[src/hw/rtl/shab_pkg.sv]
// ----------------------------------------------------------------------------
// shab_pkg
// Shared types, constants and the rotate function for the byte-stream hasher.
// ----------------------------------------------------------------------------
package shab_pkg;

	localparam int QDepth = 4;
	localparam int QAw    = 2;

	localparam logic ActData   = 1'b0;
	localparam logic ActFinish = 1'b1;

	localparam logic [7:0] PadByte = 8'h80;
	localparam logic [5:0] LenPos  = 6'd56;

	typedef struct packed {
		logic       action;
		logic [7:0] data_byte;
	} item_t;

	typedef logic [31:0] word_t;

	localparam word_t RoundK [64] = '{
		32'h428a2f98, 32'h71374491, 32'hb5c0fbcf, 32'he9b5dba5,
		32'h3956c25b, 32'h59f111f1, 32'h923f82a4, 32'hab1c5ed5,
		32'hd807aa98, 32'h12835b01, 32'h243185be, 32'h550c7dc3,
		32'h72be5d74, 32'h80deb1fe, 32'h9bdc06a7, 32'hc19bf174,
		32'he49b69c1, 32'hefbe4786, 32'h0fc19dc6, 32'h240ca1cc,
		32'h2de92c6f, 32'h4a7484aa, 32'h5cb0a9dc, 32'h76f988da,
		32'h983e5152, 32'ha831c66d, 32'hb00327c8, 32'hbf597fc7,
		32'hc6e00bf3, 32'hd5a79147, 32'h06ca6351, 32'h14292967,
		32'h27b70a85, 32'h2e1b2138, 32'h4d2c6dfc, 32'h53380d13,
		32'h650a7354, 32'h766a0abb, 32'h81c2c92e, 32'h92722c85,
		32'ha2bfe8a1, 32'ha81a664b, 32'hc24b8b70, 32'hc76c51a3,
		32'hd192e819, 32'hd6990624, 32'hf40e3585, 32'h106aa070,
		32'h19a4c116, 32'h1e376c08, 32'h2748774c, 32'h34b0bcb5,
		32'h391c0cb3, 32'h4ed8aa4a, 32'h5b9cca4f, 32'h682e6ff3,
		32'h748f82ee, 32'h78a5636f, 32'h84c87814, 32'h8cc70208,
		32'h90befffa, 32'ha4506ceb, 32'hbef9a3f7, 32'hc67178f2
	};

	localparam word_t InitHash [8] = '{
		32'h6a09e667, 32'hbb67ae85, 32'h3c6ef372, 32'ha54ff53a,
		32'h510e527f, 32'h9b05688c, 32'h1f83d9ab, 32'h5be0cd19
	};

	function automatic word_t ror(input word_t v, input int n);
		return (v >> n) | (v << (32 - n));
	endfunction

endpackage

[src/hw/rtl/sha256_byte_stream_hasher_unit.sv]
// ----------------------------------------------------------------------------
// sha256_byte_stream_hasher_unit
// SHA-256 over a byte stream with padding on finish and word-wise digest.
// ----------------------------------------------------------------------------
// Input side is a queue: push an item (action, data_byte) while full is low.
// action 0 appends a byte, action 1 pads the message and ends it.
// Output side is a queue: while empty is low a digest word is shown; pop
// takes it. Eight words per finish, word_index 0 first, last_word on 7.
// A four-entry input queue decouples the producer from the engine.
// Data bytes fill the block; the 64th byte of a block starts a compression
// (a load step, 64 rounds at one per cycle, an add step).
// Finish fills the rest of the block one byte per cycle, compresses once or
// twice, then writes eight words out, one per cycle unless pop stalls.
// A stalled receiver holds the engine in its output phase; the input queue
// then fills and full rises. Reset loads the initial hash values and
// clears queues, byte count and bit length.
// ----------------------------------------------------------------------------
module sha256_byte_stream_hasher_unit
	import shab_pkg::*;
(
	input  logic        clk,
	input  logic        arst_n,
	input  logic        push,
	output logic        full,
	input  logic        action,
	input  logic [7:0]  data_byte,
	output logic        empty,
	input  logic        pop,
	output logic [2:0]  word_index,
	output logic [31:0] digest_word,
	output logic        last_word
);

	logic  q_valid, q_take;
	item_t q_item;

	shab_front u_front (
		.clk, .arst_n, .push, .full, .action, .data_byte,
		.q_valid, .q_item, .q_take
	);

	shab_engine u_engine (
		.clk, .arst_n, .q_valid, .q_item, .q_take,
		.empty, .pop, .word_index, .digest_word, .last_word
	);

endmodule

[src/hw/rtl/shab_front.sv]
// ----------------------------------------------------------------------------
// shab_front
// Input queue: buffers accepted items for the compression engine.
// ----------------------------------------------------------------------------
module shab_front
	import shab_pkg::*;
(
	input  logic       clk,
	input  logic       arst_n,
	input  logic       push,
	output logic       full,
	input  logic       action,
	input  logic [7:0] data_byte,
	output logic       q_valid,
	output item_t      q_item,
	input  logic       q_take
);

	item_t          mem_q [QDepth];
	logic [QAw-1:0] wr_q, rd_q;
	logic [QAw:0]   cnt_q;
	logic           wr_en, rd_en;

	assign full    = (cnt_q == (QAw+1)'(QDepth));
	assign q_valid = (cnt_q != '0);
	assign q_item  = mem_q[rd_q];
	assign wr_en   = push && !full;
	assign rd_en   = q_take && q_valid;

	always_ff @(posedge clk) begin
		if (wr_en) begin
			mem_q[wr_q] <= '{action: action, data_byte: data_byte};
		end
	end

	always_ff @(posedge clk or negedge arst_n) begin
		if (!arst_n) begin
			wr_q  <= '0;
			rd_q  <= '0;
			cnt_q <= '0;
		end else begin
			if (wr_en) wr_q <= wr_q + 1'b1;
			if (rd_en) rd_q <= rd_q + 1'b1;
			cnt_q <= cnt_q + (QAw+1)'(wr_en) - (QAw+1)'(rd_en);
		end
	end

	a_cnt_bound: assert property (@(posedge clk) disable iff (!arst_n)
		cnt_q <= (QAw+1)'(QDepth))
		else $error("queue count overflow");
	a_no_write_full: assert property (@(posedge clk) disable iff (!arst_n)
		full |=> cnt_q == (QAw+1)'(QDepth) || $past(rd_en))
		else $error("queue count moved while full");
	a_empty_read: assert property (@(posedge clk) disable iff (!arst_n)
		cnt_q == '0 |-> !rd_en)
		else $error("read from empty queue");

endmodule

[src/hw/rtl/shab_engine.sv]
// ----------------------------------------------------------------------------
// shab_engine
// Block collection, padding, 64-round compression and digest output.
// ----------------------------------------------------------------------------
module shab_engine
	import shab_pkg::*;
(
	input  logic        clk,
	input  logic        arst_n,
	input  logic        q_valid,
	input  item_t       q_item,
	output logic        q_take,
	output logic        empty,
	input  logic        pop,
	output logic [2:0]  word_index,
	output logic [31:0] digest_word,
	output logic        last_word
);

	typedef enum logic [5:0] {
		StIdle  = 6'b000001,
		StPad   = 6'b000010,
		StLoad  = 6'b000100,
		StRound = 6'b001000,
		StAdd   = 6'b010000,
		StOut   = 6'b100000
	} state_t;

	state_t      state_q;
	word_t       h_q [8];
	word_t       v_q [8];
	word_t       w_q [16];
	logic [5:0]  fill_q;
	logic [63:0] len_q;
	logic [5:0]  rnd_q;
	logic [5:0]  pos_q;
	logic        fin_q;
	logic        second_q;
	logic [2:0]  oidx_q;
	logic        out_v_q;
	word_t       out_w_q;
	logic        out_last_q;

	word_t       t1, t2, s0, s1, wnew, big0, big1, ch, maj;
	logic        out_free;

	assign out_free = !out_v_q || pop;
	assign q_take   = (state_q == StIdle) && q_valid;

	always_comb begin
		big1 = ror(v_q[4], 6) ^ ror(v_q[4], 11) ^ ror(v_q[4], 25);
		ch   = (v_q[4] & v_q[5]) ^ (~v_q[4] & v_q[6]);
		t1   = v_q[7] + big1 + ch + RoundK[rnd_q] + w_q[0];
		big0 = ror(v_q[0], 2) ^ ror(v_q[0], 13) ^ ror(v_q[0], 22);
		maj  = (v_q[0] & v_q[1]) ^ (v_q[0] & v_q[2]) ^ (v_q[1] & v_q[2]);
		t2   = big0 + maj;
		s0   = ror(w_q[1], 7) ^ ror(w_q[1], 18) ^ (w_q[1] >> 3);
		s1   = ror(w_q[14], 17) ^ ror(w_q[14], 19) ^ (w_q[14] >> 10);
		wnew = s1 + w_q[9] + s0 + w_q[0];
	end

	// schedule words double as the block buffer, bytes big-endian per word
	always_ff @(posedge clk) begin
		if (state_q == StIdle && q_valid) begin
			if (q_item.action == ActData)
				w_q[fill_q[5:2]][{~fill_q[1:0], 3'b000} +: 8] <= q_item.data_byte;
			else
				w_q[fill_q[5:2]][{~fill_q[1:0], 3'b000} +: 8] <= PadByte;
		end else if (state_q == StPad) begin
			if (pos_q >= LenPos && second_q)
				w_q[pos_q[5:2]][{~pos_q[1:0], 3'b000} +: 8] <=
					len_q[{~pos_q[2:0], 3'b000} +: 8];
			else
				w_q[pos_q[5:2]][{~pos_q[1:0], 3'b000} +: 8] <= 8'h00;
		end else if (state_q == StRound) begin
			for (int i = 0; i < 15; i++)
				w_q[i] <= w_q[i+1];
			w_q[15] <= wnew;
		end
		if (state_q == StLoad) begin
			for (int i = 0; i < 8; i++)
				v_q[i] <= h_q[i];
		end else if (state_q == StRound) begin
			v_q[7] <= v_q[6];
			v_q[6] <= v_q[5];
			v_q[5] <= v_q[4];
			v_q[4] <= v_q[3] + t1;
			v_q[3] <= v_q[2];
			v_q[2] <= v_q[1];
			v_q[1] <= v_q[0];
			v_q[0] <= t1 + t2;
		end
		if (state_q == StOut && out_free) begin
			out_w_q    <= h_q[oidx_q];
			out_last_q <= (oidx_q == 3'd7);
			word_index <= oidx_q;
		end
	end

	always_ff @(posedge clk or negedge arst_n) begin
		if (!arst_n) begin
			state_q  <= StIdle;
			fill_q   <= '0;
			len_q    <= '0;
			rnd_q    <= '0;
			pos_q    <= '0;
			fin_q    <= 1'b0;
			second_q <= 1'b0;
			oidx_q   <= '0;
			out_v_q  <= 1'b0;
			for (int i = 0; i < 8; i++) h_q[i] <= InitHash[i];
		end else begin
			if (state_q == StOut && out_free) out_v_q <= 1'b1;
			else if (pop) out_v_q <= 1'b0;
			unique case (state_q)
				StIdle: begin
					if (q_valid) begin
						fill_q <= fill_q + 1'b1;
						if (q_item.action == ActData) begin
							len_q <= len_q + 64'd8;
							if (fill_q == 6'd63) begin
								fin_q   <= 1'b0;
								state_q <= StLoad;
							end
						end else begin
							fin_q    <= 1'b1;
							pos_q    <= fill_q + 1'b1;
							second_q <= (fill_q < LenPos);
							// pad byte filled the last slot of a block
							if (fill_q == 6'd63) state_q <= StLoad;
							else state_q <= StPad;
						end
					end
				end
				StPad: begin
					pos_q <= pos_q + 1'b1;
					if (pos_q == 6'd63) state_q <= StLoad;
				end
				StLoad: begin
					rnd_q   <= '0;
					state_q <= StRound;
				end
				StRound: begin
					rnd_q <= rnd_q + 1'b1;
					if (rnd_q == 6'd63) state_q <= StAdd;
				end
				StAdd: begin
					for (int i = 0; i < 8; i++) h_q[i] <= h_q[i] + v_q[i];
					state_q <= StIdle;
					if (fin_q && !second_q) begin
						// length still to go: second block of zeros plus length
						second_q <= 1'b1;
						pos_q    <= '0;
						state_q  <= StPad;
					end else if (fin_q) begin
						oidx_q  <= '0;
						state_q <= StOut;
					end
				end
				StOut: begin
					if (out_free) begin
						oidx_q <= oidx_q + 1'b1;
						if (oidx_q == 3'd7) begin
							for (int i = 0; i < 8; i++) h_q[i] <= InitHash[i];
							fill_q  <= '0;
							len_q   <= '0;
							fin_q   <= 1'b0;
							state_q <= StIdle;
						end
					end
				end
				default: state_q <= StIdle;
			endcase
		end
	end

	assign empty       = !out_v_q;
	assign digest_word = out_w_q;
	assign last_word   = out_last_q;

	a_take_idle: assert property (@(posedge clk) disable iff (!arst_n)
		q_take |-> state_q == StIdle)
		else $error("item taken while busy");
	a_round_cnt: assert property (@(posedge clk) disable iff (!arst_n)
		state_q == StLoad |=> state_q == StRound && rnd_q == '0)
		else $error("round counter not cleared");
	a_out_only_fin: assert property (@(posedge clk) disable iff (!arst_n)
		state_q == StOut |-> fin_q)
		else $error("digest output without finish");

endmodule

[config.mk]
export PLATFORM = sky130hd
export DESIGN_NAME = sha256_byte_stream_hasher_unit
export DESIGN_NICKNAME = d
export VERILOG_FILES = /design/src/hw/rtl/shab_pkg.sv /design/src/hw/rtl/sha256_byte_stream_hasher_unit.sv /design/src/hw/rtl/shab_front.sv /design/src/hw/rtl/shab_engine.sv
export SDC_FILE = /design/constraint.sdc
export NUM_CORES = 2
export LEC_CHECK = 0
export BUFFER_PORTS_ARGS = -buffer_cell sky130_fd_sc_hd__buf_4
export CAP_MARGIN = 30
export CORE_MARGIN = 3
export CORE_UTILIZATION = 40
export CTS_CLUSTER_SIZE = 24
export DETAILED_ROUTE_END_ITERATION = 16
export SKIP_CTS_REPAIR_TIMING = 1
export SLEW_MARGIN = 20
export SYNTH_ARGS = -nofsm -noshare
export SYNTH_HDL_FRONTEND = slang
export SYNTH_SLANG_ARGS = --single-unit
[constraint.sdc]
create_clock -name clk -period 9.5 [get_ports clk]
set_input_delay 1.425 -clock clk [delete_from_list [all_inputs] [get_ports clk]]
set_output_delay 1.425 -clock clk [all_outputs]
set_load 0.1 [all_outputs]
# == After elaboration in Yosys (flattened, before gate mapping) ==
# Memories as Yosys holds them, arrays and structs flattened.
# Cells that the tools add are included.
# word_totals
elab_cells,371
n_memories,4
ram_bits,804
rom_bits,2048
ff_bits,393
# mem_list
name,depth,width,read_ports,rd_clocked_by_memory_dff,write_ports,line_no,text
(no name shown),64,32,1,0,0,shab_engine.sv:53,t1 = v_q[7] + big1 + ch + RoundK[rnd_q] + w_q[0];
u_engine.w_q,16,32,16,0,16,shab_engine.sv:32,word_t w_q [16];
u_engine.v_q,8,32,8,0,8,shab_engine.sv:31,word_t v_q [8];
u_front.mem_q,4,9,1,0,1,shab_front.sv:19,item_t mem_q [QDepth];
# op_classes
reduce_logical,27
addsub,29
n_eq_ne,22
muxes,151
bitwise,104
shift,7
n_lt_le_gt_ge,4
# ops
op,count
32-bit 2-to-1 mux,20
32-bit adder,18
256-bit 2-to-1 mux,2
256-bit one-hot mux with 2 select lines,1
32-bit bitwise XOR,9
64-bit 2-to-1 mux,4
32-bit AND,5
64-bit one-hot mux with 2 select lines,1
32-bit binary-select mux with 3-bit select,1
1-bit 2-to-1 mux,94
6-bit 2-to-1 mux,15
1-bit OR,72
64-bit by 4-bit adder with 64-bit output (second input constant),1
32-bit OR reduction,2
8-bit by 7-bit variable shift with 32-bit output (first input constant),2
64-bit by 7-bit variable part select with 8-bit output,1
8-bit by 7-bit variable part select with 32-bit output,2
8-bit by 7-bit variable part select with 32-bit output (first input constant),2
6-bit one-hot mux with 6 select lines,1
32-bit NOT,1
10-bit by 32-bit OR with 32-bit output,1
13-bit by 32-bit OR with 32-bit output,1
14-bit by 32-bit OR with 32-bit output,1
15-bit by 32-bit OR with 32-bit output,1
other kinds (47),86

# == Longest topological paths before layout ==
# logic_depth
word_depth,10
ltp_mapped,42
depth_no_buf,40

# == Hierarchy ==
# A second synthesis with hierarchy kept.
# hier_totals
cells_unflattened,7608
area_unflattened_um2,78132.4
# by_module_without_submodules
module,area_per_inst_um2,cells_per_inst,n_inst
shab_engine,76362.0,7521,1
shab_front,1770.4,87,1

# == Worst setup path before layout ==
# No wires, ideal clock.
# synth_timing
path_kind,register -> register
start,register u_engine.rnd_q[1]
end,"memory u_engine.v_q[0][31] (netlist name), data pin"
required_ps,9237
path_slack_ps,706
arrival_time_ps,8531
path_stages_with_launch,39
path_cell_list,dfrtp_1 > clkinv_1 > ha_1 > clkbuf_1 > nand2_1 > o21ai_0 > a21oi_1 > mux4_2 > fa_1 > inv_1 > fa_1 > inv_1 > fa_1 > inv_1 > ha_1 > a21o_1 > a21oi_1 > nand2b_1 > (+3 left out) > nor2b_1 > o21ai_0 > nand2b_1 > a21oi_1 > xnor2_1 > fa_1 > ha_1 > a21o_1 > a221oi_1 > a21oi_1 > and3_1 > a221o_1 > a2111oi_2 > o21bai_1 > a21oi_1 > xnor2_1 > xnor2_1 > o21ai_1
# synth_rtl
element,line_no,text
"start, declared",shab_engine.sv:35,logic [5:0] rnd_q;
"start signal, assigned",shab_engine.sv:144,rnd_q <= rnd_q + 1'b1;
"end, declared",shab_engine.sv:31,

==> metrics <==
run status=finished, final reports clean; Yosys top cell by area=edfxtp_1; Total Routing Usage GR=0.252; layout net count=8199; Reg clk slew, reported paths=0.07 ns; Critical Path RT=9.99 ns; Critical Path End Type=flop; DP Cell Count=9958; die area=around 0.20 mm^2; Post-Syn Nets=approximately 8200; Clock Path Buffers=3; ANT cells=0; core area=0.193 mm^2; register area share after synthesis=0.440; Starting DRT DRC Count=roughly 5700; largest net degree at the start of global routing=approximately 120; most common library cells after synthesis=1006 x nand2_1, 840 x edfxtp_1, 671 x a21o_1; Detailed Place HPWL=187 mm; crit path launch type=flop; fin crit share=0.946; setup TNS=0 ns; CP max FO=10; CTS root buf=clkbuf_16; Seq. cell area=0.0343 mm^2; cell area after layout=0.0863 mm^2; Top FF cell, synth=edfxtp_1; Clock Sinks=1194; fin crit period=8.98 ns; endpoints failing hold=0; Yosys top cell area share=0.324; first-pass iteration count of the detailed router=6; Placer Congestion=0.967; crit path DAT=9.47 ns; warning count from the yosys run=0; Vias per Instance=5.80; TritonCTS clock tree=built; Multi-input gate area=0.0409 mm^2; Rel. slew slack=0.297; Max Slew Vio Count=0; H-tree depth=4; crit-path max cell delay=0.49 ns; unrepaired setup endpoints after global routing=false; port buffer count=50; HP Class=reg -> reg; vias in the first global route=~60000; # fillers=between 15000 and 20000; Num CTS Buffers=137; Avg WL per Cell=24.9 um; IO Count=51; detailed-route via count=roughly 59000; Synth async-reset ratio=0.296; Max-Cap Viols=0; Finished Layout Cells=10200; Yosys cell types=slightly below 100; most used cell, CP=nor2_1; clock skew=about 0.045 ns; initial antenna violation count=6; syn avg cell area=between 10 and 15 um^2; die height=447 um; most frequent cell after synthesis=nand2_1; Routed WL=~250 mm; die width=447 um; Crit Path Category=reg -> reg; Skew-Pair Late Insertion Delay=0.79 ns; crit path max-delay cell type=fa_1; top post-synthesis cells by area=edfxtp_1 32%, dfrtp_1 7.0%, ha_1 6.6%; post-synthesis cell area=0.0779 mm^2; Post-Syn Instances=~7500; DP Area=0.0818 mm^2; GR Overflow Total=0; number of synthesized flops with an enable pin=840; drt drc=0; endpoints failing setup=0; Initial Utilization=0.404; Area Overhead vs Synth=10.8%; fmax=111 MHz; Synth Register Bits=1194; layout cells sized above 1=0.113; first-pass GRT wire length=382 mm; antenna-violating nets left=0; Rows=between 150 and 200; Least-Margin Pin Slew=1.04 ns
[metal layers]
metal / share of wire / vias to the layer above / track usage
met5: 0.000094 / - / 0
met4: 0.041 / 4 / 0.0940
li1: - / 27200 / -
met1: 0.43 / 29700 / 0.343
met2: 0.46 / 1940 / 0.402
met3: 0.066 / 423 / 0.0439
[cells in the final DEF, fill, tap and decap left out, types with 17 or more instances in the layout]
| cell | n |
|---|---|
| a211oi_1 | 43 |
| a21o_1 | 671 |
| a21oi_1 | 499 |
| a22oi_1 | 38 |
| a31oi_1 | 63 |
| and2_1 | 30 |
| and3_1 | 39 |
| buf_2 | 29 |
| buf_4 | 255 |
| clkbuf_1 | 49 |
| clkbuf_16 | 140 |
| clkinv_2 | 18 |
| dfrtp_1 | 211 |
| dfstp_2 | 137 |
| edfxtp_1 | 840 |
| fa_1 | 196 |
| ha_1 | 411 |
| inv_1 | 309 |
| maj3_1 | 26 |
| mux2_2 | 38 |
| mux2i_1 | 34 |
| mux4_2 | 91 |
| nand2_1 | 1006 |
| nand2b_1 | 72 |
| nand3_1 | 103 |
| nand4_1 | 38 |
| nor2_1 | 417 |
| nor2b_1 | 46 |
| nor3_1 | 78 |
| nor4_1 | 17 |
| o211ai_1 | 38 |
| o21a_1 | 56 |
| o21ai_0 | 426 |
| o21ai_1 | 68 |
| o21bai_1 | 46 |
| o31ai_1 | 33 |
| or2_2 | 32 |
| or3_1 | 36 |
| xnor2_1 | 393 |
| xor2_1 | 235 |
[path summary, 6_finish.rpt]
check / start / end / slack (ns) / cells past startpoint
setup / recovery: u_engine.rnd_q[0]$_DFFE_PN0P_ / u_engine.v_q[0][31]$_DFFE_PP_ / 0.52 / 42
hold / removal: u_engine.w_q[13][29]$_DFFE_PP_ / u_engine.w_q[12][29]$_DFFE_PP_ / 0.51 / 1
setup reg to reg: u_engine.rnd_q[0]$_DFFE_PN0P_ / u_engine.v_q[0][31]$_DFFE_PP_ / 0.52 / 42
hold reg to reg: u_engine.w_q[13][29]$_DFFE_PP_ / u_engine.w_q[12][29]$_DFFE_PP_ / 0.51 / 1
max in group asynchronous: arst_n / u_engine.h_q[255]$_DFFE_PN0P_ / 6.83 / 3
min in group asynchronous: arst_n / u_engine.len_q[35]$_DFFE_PN0P_ / 0.70 / 1
[kinds of logic (layout without fill, tap and decap cells)]
| kind of cell | Yosys count | in the layout | synth area share |
|---|---|---|---|
| xor gates and xnor gates | 628 | 628 | 0.0706 |
| and+or+nand+nor | 1991 | 1991 | 0.113 |
| adders and majority gates | 633 | 633 | 0.120 |
| AOI/OAI and AO/OA | 2211 | 2211 | 0.185 |
| muxes | 163 | 163 | 0.0362 |
| buffers and inverters | 721 | 873 | 0.0354 |
| DFF | 1194 | 1194 | 0.440 |
[worst max-delay path, delay by kind of cell, from the launching register on]
kind / cells / cell delay (ns)
buffers and inverters: 8 / 1.06
adders and majority gates: 7 / 2.73
xor gates and xnor gates: 3 / 0.55
AOI/OAI and AO/OA: 15 / 2.83
DFF: 1 / 0.39
and+or+nand+nor: 9 / 1.13
[per-stage QoR]
stage,hold WS [ns],util,worst slack (ns)
6_report,0.510,0.447,0.516
5_1_grt,0.527,0.447,0.0390
4_1_cts,0.507,0.447,0.375
3_5_place_dp,0.503,0.424,0.436
3_3_place_gp,0.496,0.423,0.393
2_1_floorplan,0.451,-,0.706
[registers in the layout (all words and copies together) (netlist names)]
signal / cells
u_front.cnt_q: 3
u_engine.word_index: 3
u_engine.fill_q: 6
u_engine.v_q: 256
u_engine.oidx_q: 3
u_front.wr_q: 2
u_engine.rnd_q: 6
u_engine.len_q: 61
u_engine.out_v_q: 1
u_engine.digest_word: 32
u_engine.state_q: 6
u_engine.second_q: 1
u_front.rd_q: 2
u_engine.h_q: 256
u_engine.fin_q: 1
u_engine.pos_q: 6
u_engine.last_word: 1
u_engine.w_q: 512
u_front.mem_q: 36
[layout make-up]
class | instances | share of cell area
inverters | 316 | 0.0138
multi-input cells | 5626 | 0.474
repair buffers | 304 | 0.0279
clock buffers | 202 | 0.0448
flip-flops and latches | 1194 | 0.397
well taps | 2526 | 0.0366
clock inverters | 51 | 0.00566
Power is not shown: default switching activity piles up to over one toggle a cycle in this logic, so the estimate is an artifact.
